[config.mk]
export PLATFORM = sky130hd
export DESIGN_NAME = ascii_range_moving_average
export DESIGN_NICKNAME = d
export VERILOG_FILES = /design/src/rtl/arma_pkg.sv /design/src/rtl/arma_parse.sv /design/src/rtl/arma_ring.sv /design/src/rtl/arma_div3.sv /design/src/rtl/ascii_range_moving_average.sv
export SDC_FILE = /design/constraint.sdc
export NUM_CORES = 1
export LEC_CHECK = 0
export BUFFER_PORTS_ARGS = -buffer_cell sky130_fd_sc_hd__buf_2
export CELL_PAD_IN_SITES_DETAIL_PLACEMENT = 2
export CELL_PAD_IN_SITES_GLOBAL_PLACEMENT = 2
export CORE_MARGIN = 2
export CORE_UTILIZATION = 43
export DETAILED_ROUTE_END_ITERATION = 7
export PLACE_DENSITY = 0.84
export SYNTH_ARGS = -nofsm -noshare
export SYNTH_HDL_FRONTEND = slang
export SYNTH_SLANG_ARGS = --single-unit
[constraint.sdc]
create_clock -name i_clk -period 6.5 [get_ports i_clk]
set_input_delay 0.65 -clock i_clk [delete_from_list [all_inputs] [get_ports i_clk]]
set_output_delay 0.65 -clock i_clk [all_outputs]
set_load 0.02 [all_outputs]
[src/rtl/arma_pkg.sv]
`timescale 1ns / 1ps
// ----------------------------------------------------------------------------
// arma_pkg
// Shared types and constants for the ASCII range moving average block.
// ----------------------------------------------------------------------------
package arma_pkg;

    localparam int unsigned DistW = 14;
    localparam int unsigned SumW  = DistW + 1;
    localparam int unsigned ByteW = 8;

    localparam logic [DistW-1:0] MaxDistanceReset = 14'd2500;
    localparam logic [ByteW-1:0] AsciiZero        = 8'h30;
    localparam logic [ByteW-1:0] AsciiNine        = 8'h39;

    // Reciprocal of three for a 15-bit dividend: floor(x * 43691 / 2^17)
    localparam int unsigned      RecipShift = 17;
    localparam logic [15:0]      Recip3     = 16'd43691;

    // Ring of the last three kept samples
    localparam int unsigned      RingDepth  = 3;
    localparam logic [1:0]       RingLast   = 2'd2;
    localparam logic [1:0]       FillFull   = 2'd3;

    typedef logic [DistW-1:0] t_dist;

    // Word handed from the ring stage to the divide stage
    typedef struct packed {
        logic [SumW-1:0] sum;
        t_dist           raw;
    } t_sum_word;

endpackage

[src/rtl/arma_parse.sv]
`timescale 1ns / 1ps
// ----------------------------------------------------------------------------
// arma_parse
// Frame tracker and ASCII decimal parser; registers a kept sample per frame.
// ----------------------------------------------------------------------------
module arma_parse #(
    parameter int unsigned FRAME_BYTES = 5
) (
    input  logic                i_clk,
    input  logic                i_rst_n,
    input  logic                i_valid,
    output logic                o_ready,
    input  logic [7:0]          i_rx_byte,
    input  arma_pkg::t_dist     i_max_distance,
    output logic                o_smp_valid,
    input  logic                i_smp_ready,
    output arma_pkg::t_dist     o_smp
);

    localparam int unsigned PosW = (FRAME_BYTES > 1) ? $clog2(FRAME_BYTES) : 1;
    localparam logic [PosW-1:0] LastPos = PosW'(FRAME_BYTES - 1);

    logic [PosW-1:0]  r_pos, n_pos;
    arma_pkg::t_dist  r_digit, n_digit;
    logic             r_stop, n_stop;
    logic             r_smp_valid, n_smp_valid;
    arma_pkg::t_dist  r_smp, n_smp;

    logic             accept;
    logic             is_digit;
    arma_pkg::t_dist  digit_val;
    arma_pkg::t_dist  next_acc;
    logic             keep;

    assign o_ready     = !r_smp_valid || i_smp_ready;
    assign accept      = i_valid && o_ready;
    assign o_smp_valid = r_smp_valid;
    assign o_smp       = r_smp;

    // Decode the byte and form the next accumulator value
    assign is_digit  = (i_rx_byte >= arma_pkg::AsciiZero) && (i_rx_byte <= arma_pkg::AsciiNine);
    assign digit_val = arma_pkg::t_dist'(i_rx_byte - arma_pkg::AsciiZero);
    assign next_acc  = (r_digit << 3) + (r_digit << 1) + digit_val;
    assign keep      = (r_digit != '0) && (r_digit < i_max_distance);

    // Advance the frame, parse digits, close the frame on its last byte
    always_comb begin
        n_pos       = r_pos;
        n_digit     = r_digit;
        n_stop      = r_stop;
        n_smp_valid = r_smp_valid && !i_smp_ready;
        n_smp       = r_smp;
        if (accept) begin
            if (r_pos != LastPos) begin
                if (!r_stop && is_digit) begin
                    n_digit = next_acc;
                end else begin
                    n_stop = 1'b1;
                end
                n_pos = r_pos + 1'b1;
            end else begin
                n_pos   = '0;
                n_digit = '0;
                n_stop  = 1'b0;
                if (keep) begin
                    n_smp_valid = 1'b1;
                    n_smp       = r_digit;
                end
            end
        end
    end

    always_ff @(posedge i_clk) begin
        if (!i_rst_n) begin
            r_pos       <= '0;
            r_digit     <= '0;
            r_stop      <= 1'b0;
            r_smp_valid <= 1'b0;
        end else begin
            r_pos       <= n_pos;
            r_digit     <= n_digit;
            r_stop      <= n_stop;
            r_smp_valid <= n_smp_valid;
        end
    end

    // Sample payload, no reset
    always_ff @(posedge i_clk) begin
        r_smp <= n_smp;
    end

endmodule

[src/rtl/arma_ring.sv]
`timescale 1ns / 1ps
// ----------------------------------------------------------------------------
// arma_ring
// Three-entry sample ring with fill count; registers the sum once warm.
// ----------------------------------------------------------------------------
module arma_ring (
    input  logic                 i_clk,
    input  logic                 i_rst_n,
    input  logic                 i_smp_valid,
    output logic                 o_smp_ready,
    input  arma_pkg::t_dist      i_smp,
    output logic                 o_valid,
    input  logic                 i_ready,
    output arma_pkg::t_sum_word  o_word
);

    arma_pkg::t_dist      r_ring [arma_pkg::RingDepth];
    logic [1:0]           r_ptr, n_ptr;
    logic [1:0]           r_fill, n_fill;
    logic                 r_valid, n_valid;
    arma_pkg::t_sum_word  r_word, n_word;

    logic                 accept;
    arma_pkg::t_dist      pick [arma_pkg::RingDepth];

    assign o_smp_ready = !r_valid || i_ready;
    assign accept      = i_smp_valid && o_smp_ready;
    assign o_valid     = r_valid;
    assign o_word      = r_word;

    // Substitute the new sample for the entry it overwrites
    always_comb begin
        for (int i = 0; i < arma_pkg::RingDepth; i++) begin
            pick[i] = (r_ptr == 2'(i)) ? i_smp : r_ring[i];
        end
    end

    // Advance pointer and fill count, emit once three samples are held
    always_comb begin
        n_ptr      = r_ptr;
        n_fill     = r_fill;
        n_valid    = r_valid && !i_ready;
        n_word     = r_word;
        if (accept) begin
            n_ptr  = (r_ptr == arma_pkg::RingLast) ? 2'd0 : r_ptr + 2'd1;
            n_fill = (r_fill == arma_pkg::FillFull) ? r_fill : r_fill + 2'd1;
            if (n_fill == arma_pkg::FillFull) begin
                n_valid    = 1'b1;
                n_word.sum = arma_pkg::SumW'(pick[0]) + arma_pkg::SumW'(pick[1])
                           + arma_pkg::SumW'(pick[2]);
                n_word.raw = i_smp;
            end
        end
    end

    always_ff @(posedge i_clk) begin
        if (!i_rst_n) begin
            r_ptr   <= '0;
            r_fill  <= '0;
            r_valid <= 1'b0;
        end else begin
            r_ptr   <= n_ptr;
            r_fill  <= n_fill;
            r_valid <= n_valid;
        end
    end

    // Ring entries and sum payload, no reset
    always_ff @(posedge i_clk) begin
        r_word <= n_word;
        if (accept) begin
            r_ring[r_ptr] <= i_smp;
        end
    end

endmodule

[src/rtl/arma_div3.sv]
`timescale 1ns / 1ps
// ----------------------------------------------------------------------------
// arma_div3
// Divides the ring sum by three with a reciprocal multiply; output register.
// ----------------------------------------------------------------------------
module arma_div3 (
    input  logic                 i_clk,
    input  logic                 i_rst_n,
    input  logic                 i_valid,
    output logic                 o_ready,
    input  arma_pkg::t_sum_word  i_word,
    output logic                 o_valid,
    input  logic                 i_ready,
    output arma_pkg::t_dist      o_mean,
    output arma_pkg::t_dist      o_raw
);

    logic             r_valid;
    arma_pkg::t_dist  r_mean;
    arma_pkg::t_dist  r_raw;
    logic [31:0]      prod;
    logic             accept;

    assign o_ready = !r_valid || i_ready;
    assign accept  = i_valid && o_ready;
    assign o_valid = r_valid;
    assign o_mean  = r_mean;
    assign o_raw   = r_raw;

    // Exact floor(sum / 3) for any sum below 2^17
    assign prod = 32'(i_word.sum) * 32'(arma_pkg::Recip3);

    always_ff @(posedge i_clk) begin
        if (!i_rst_n) begin
            r_valid <= 1'b0;
        end else if (o_ready) begin
            r_valid <= i_valid;
        end
    end

    // Load the result word
    always_ff @(posedge i_clk) begin
        if (accept) begin
            r_mean <= prod[arma_pkg::RecipShift +: arma_pkg::DistW];
            r_raw  <= i_word.raw;
        end
    end

endmodule

[src/rtl/ascii_range_moving_average.sv]
`timescale 1ns / 1ps
// Throughput: one byte word per clock cycle; each pipeline stage holds a word while stalled.
// Path: the last byte of a frame passes through the parse register, the ring/sum register
//   and the divide/output register, in that order, before the result is shown.
// Bytes other than the last of a frame, and dropped frames, produce no result.
// Reset (i_rst_n, synchronous, active low) clears frame position, parser, ring pointer,
//   fill count and all valid flags, and sets max_distance to 2500.
// ----------------------------------------------------------------------------
// ascii_range_moving_average
// Parses ASCII distance frames and emits a three-sample moving average.
// ----------------------------------------------------------------------------
module ascii_range_moving_average #(
    parameter int unsigned FRAME_BYTES = 5
) (
    input  logic         i_clk,
    input  logic         i_rst_n,
    input  logic         i_valid,
    output logic         o_ready,
    input  logic [7:0]   i_rx_byte,
    output logic         o_valid,
    input  logic         i_ready,
    output logic [13:0]  o_mean_distance,
    output logic [13:0]  o_raw_distance,
    input  logic         i_cfg_we,
    input  logic [13:0]  i_cfg_wdata
);

    arma_pkg::t_dist      r_max_distance;
    logic                 smp_valid;
    logic                 smp_ready;
    arma_pkg::t_dist      smp;
    logic                 sum_valid;
    logic                 sum_ready;
    arma_pkg::t_sum_word  sum_word;

    // Hold the distance limit
    always_ff @(posedge i_clk) begin
        if (!i_rst_n) begin
            r_max_distance <= arma_pkg::MaxDistanceReset;
        end else if (i_cfg_we) begin
            r_max_distance <= i_cfg_wdata;
        end
    end

    arma_parse #(
        .FRAME_BYTES (FRAME_BYTES)
    ) u_parse (
        .i_clk          (i_clk),
        .i_rst_n        (i_rst_n),
        .i_valid        (i_valid),
        .o_ready        (o_ready),
        .i_rx_byte      (i_rx_byte),
        .i_max_distance (r_max_distance),
        .o_smp_valid    (smp_valid),
        .i_smp_ready    (smp_ready),
        .o_smp          (smp)
    );

    arma_ring u_ring (
        .i_clk       (i_clk),
        .i_rst_n     (i_rst_n),
        .i_smp_valid (smp_valid),
        .o_smp_ready (smp_ready),
        .i_smp       (smp),
        .o_valid     (sum_valid),
        .i_ready     (sum_ready),
        .o_word      (sum_word)
    );

    arma_div3 u_div3 (
        .i_clk   (i_clk),
        .i_rst_n (i_rst_n),
        .i_valid (sum_valid),
        .o_ready (sum_ready),
        .i_word  (sum_word),
        .o_valid (o_valid),
        .i_ready (i_ready),
        .o_mean  (o_mean_distance),
        .o_raw   (o_raw_distance)
    );

endmodule

==> out/qor.csv <==
stage,metric,value,unit
grt,vias in the first global route,8911,
sta,tightest hold margin,0.4312,ns
critical_path,critical path startpoint,u_ring.o_word[25],
cts,number of hold buffers added after CTS,0,
detailed_routing,number of vias per cell,5.597,
detailed_routing,antenna violation net count after detailed routing,0,
cts,number of buffers on the longest clock path,2,
cts,CTS sink count,152,
yosys,cell area after synthesis,10890,um2
yosys,Synth area leaders,"sky130_fd_sc_hd__edfxtp_1, sky130_fd_sc_hd__ha_1, sky130_fd_sc_hd__fa_1",
grt,global-route wire length before repair,53.45,mm
sta,count of final hold-check violations,0,
floorplanning,full die area,26620,um2
yosys,post-synthesis sequential area ratio,38.32,%
sta,worst max-slew margin expressed relative to the limit,18.08,%
pwr,peak supply drop,176.8,uV
run,max-cap violations,0,
sta,time the final worst path needs with I/O delays and setup,6.102,ns
floorplanning,floorplan die width,163.2,um
final_layout,footprint of the multi-input gates,6102,um2
grt,largest net degree at the start of global routing,30,
cts,Clock Latency Late Sink,0.44,ns
sta,RSZ-0062 raised after global routing,false,
yosys,"EDFF count, synth",113,
cts,H-tree depth reported by CTS,4,
min_path,worst hold path type,reg2reg,
yosys,register bit total from synthesis,152,
grt,global-route total usage across every layer,27.22,%
cts,clk slew on worst S/H paths,0.07,ns
yosys,count of warnings emitted by yosys,0,
floorplanning,IO Count,57,
yosys,area share of the largest cell type after synthesis,31.15,%
cts,TritonCTS Buffers,17,
placement,cell area after placement,11590,um2
floorplanning,row count,58,
critical_path,cells along the critical path,"ha_1, fa_1, inv_1, fa_1, inv_1, fa_1, inv_1, fa_1, inv_1, fa_1, ha_1, and3_1, and4_4, nand4_1, a21boi_0, o21ai_0, nor3_1, o22ai_1, xnor2_1",
cts,root buf cell,sky130_fd_sc_hd__clkbuf_16,
final_layout,Reg area,4174,um2
placement,setup slack at placement,0.4471,ns
sta,Post-Route Setup TNS,0,ns
sta,worst slew pin tran,1.219,ns
critical_path,CP most frequent cell,sky130_fd_sc_hd__fa_1,
yosys,share of synthesized registers carrying an async set or reset,0,%
placement,Placed Cells incl. Taps,1311,
critical_path,type of the setup path with the least slack,reg2reg,
sta,"Slew Viols, Final",0,
critical_path,largest fanout on the critical path,3,
critical_path,number of buffers and inverters on the critical path,4,
sta,final period utilization,93.88,%
sta,final setup violation count,0,
final_layout,ratio of cells with drive above 1 in the final layout,11.15,%
cts,setup repair bufs after CTS,0,
detailed_routing,total wire length,34.09,mm
critical_path,crit path launch type,flip-flop,
yosys,Syn Area/Cell,11.67,um2
min_path,critical hold path startpoint,u_ring.o_word[11],
yosys,Post-Syn Nets,1192,
floorplanning,Core Area,25040,um2
sta,upper clock frequency limit,163.9,MHz
placement,count of input and output buffers,56,
floorplanning,die span in y,163.2,um
pwr,leakage power,5.729,nW
floorplanning,Initial Utilization,43.50,%
detailed_routing,via count,7517,
yosys,synthesized netlist cell count,933,
yosys,number of distinct library cells after synthesis,58,
final_layout,"most common cell after layout, fill and taps aside",sky130_fd_sc_hd__inv_1,
detailed_routing,count of TritonRoute iterations in the first routing pass,4,
sta,final worst clock skew,0.01392,ns
grt,antenna violations before repair,0,
pwr,power density of the placed cells,177.4,nW/um2
critical_path,Top Family by Delay on Critical Path,adder cells,
yosys,Yosys top cell by area,sky130_fd_sc_hd__edfxtp_1,
detailed_routing,WL per Instance,25.38,um
final_layout,Layout Cells excl Fill,1343,
cts,post_cts resized,0,
grt,GRT overflow,0,
detailed_routing,number of design-rule violations left by the first detailed-router iteration,358,
critical_path,required time of the worst setup path,6.69,ns
critical_path,reg-to-reg critical path startpoint,u_ring.o_word[25],
final_layout,Ant. Diodes,0,
yosys,prevailing post-synth register cell,sky130_fd_sc_hd__edfxtp_1,
critical_path,slowest library cell on the worst path,sky130_fd_sc_hd__fa_1,
placement,estimated wirelength of the detail-placed design,24.20,mm
final_layout,final cell area excluding filler cells,12190,um2
final_layout,P&R area growth vs syn,11.96,%
critical_path,kind of end point of the critical path,flip-flop,
final_layout,Filler Cells Inserted,2489,
critical_path,data arrival time of the critical path,6.29,ns
critical_path,delay of the slowest cell on the worst path,0.56,ns
final_layout,"leading cell types in the layout, fill and taps excluded","sky130_fd_sc_hd__inv_1, sky130_fd_sc_hd__ha_1, sky130_fd_sc_hd__edfxtp_1",
detailed_routing,Remaining DRCs,0,
cts,clock tree from TritonCTS,done,
placement,final weighted congestion of routability-driven global placement,0.8236,
final_layout,total number of nets in the final design,1259,
sta,Final Worst Setup Slack,0.3979,ns
outcome,run status,"complete, no violations",
## state kept, by name (all words and copies together) (netlist names), 2 cells and up
signal / cells
u_ring.r_ptr: 2
r_max_distance: 14
u_ring.r_ring: 42
u_ring.r_fill: 2
u_parse.r_digit: 14
u_parse.o_smp: 14
u_parse.r_pos: 3
u_div3.o_mean: 14
u_div3.o_raw: 14
u_ring.o_word: 29
## cell families after synthesis
kind of cell             share of synthesized area, %
AND/OR/NAND/NOR                                 6.341
flip-flops                                      38.32
buffers and inverters                           5.790
multiplexers                                    4.940
XOR/XNOR                                        3.538
adder cells (fa/ha/maj)                         32.30
AO/OA/AOI/OAI                                   8.765
## area by class of cell
cell class / instances / area share [%]
inverter: 153 / 4.710
tap: 330 / 3.386
multi-input combinational: 614 / 50.04
clock inverter: 15 / 1.478
clock buffer: 17 / 3.489
timing repair buffer: 62 / 2.668
sequential: 152 / 34.23
## layer usage
metal	vias up	share of wire [%]	GRT usage, %
li1	3366	-	-
met1	3913	37	28.74
met2	151	56	52.69
met3	87	2.2	3.631
met4	0	4.7	13.19
met5	-	0	0
## synth_stat cells, types with 4 or more instances
cell / instances
sky130_fd_sc_hd__nand4_1: 5
sky130_fd_sc_hd__and2_1: 7
sky130_fd_sc_hd__and3_1: 9
sky130_fd_sc_hd__clkbuf_1: 12
sky130_fd_sc_hd__nor2_1: 42
sky130_fd_sc_hd__nand2b_1: 9
sky130_fd_sc_hd__mux2i_1: 47
sky130_fd_sc_hd__nor2b_1: 8
sky130_fd_sc_hd__xor2_1: 15
sky130_fd_sc_hd__o21a_1: 9
sky130_fd_sc_hd__nor3_1: 10
sky130_fd_sc_hd__nand3_1: 4
sky130_fd_sc_hd__xnor2_1: 29
sky130_fd_sc_hd__nand2_1: 34
sky130_fd_sc_hd__o21ai_0: 26
sky130_fd_sc_hd__o211ai_1: 10
sky130_fd_sc_hd__a21oi_1: 42
sky130_fd_sc_hd__fa_1: 82
sky130_fd_sc_hd__a211oi_1: 5
sky130_fd_sc_hd__inv_1: 152
sky130_fd_sc_hd__mux2_2: 6
sky130_fd_sc_hd__dfxtp_1: 39
sky130_fd_sc_hd__a21o_1: 19
sky130_fd_sc_hd__o22ai_1: 4
sky130_fd_sc_hd__nor4_1: 4
sky130_fd_sc_hd__edfxtp_1: 113
sky130_fd_sc_hd__ha_1: 150
## path summary, 6_finish.rpt
| kind | to | slack [ns] | depth (start not counted) |
|---|---|---|---|
| max reg2reg | u_div3.o_mean[13] | 0.40 | 19 |
| min reg2reg | u_div3.o_raw[11] | 0.43 | 0 |
| max | u_div3.o_mean[13] | 0.40 | 19 |
| min | u_div3.o_raw[11] | 0.43 | 0 |
## stage by stage
stage / utilization, % / power, W
2_1_floorplan: - / 0.001107
3_3_place_gp: 46.29 / 0.001130
3_5_place_dp: 46.29 / 0.001135
4_1_cts: 48.71 / 0.002180
5_1_grt: 48.71 / 0.002225
6_report: 48.71 / 0.002163
## power breakdown
| part | internal, W | leakage, nW | switching, W | total, W |
|---|---|---|---|---|
| logic | 0.0000306 | 4.10 | 0.0000468 | 0.0000774 |
| clock network | 0.000553 | 0.295 | 0.000493 | 0.00105 |
| registers | 0.00103 | 1.34 | 0.00000576 | 0.00104 |
| total | 0.00162 | 5.73 | 0.000545 | 0.00216 |
(Power assumes the default switching activity.)
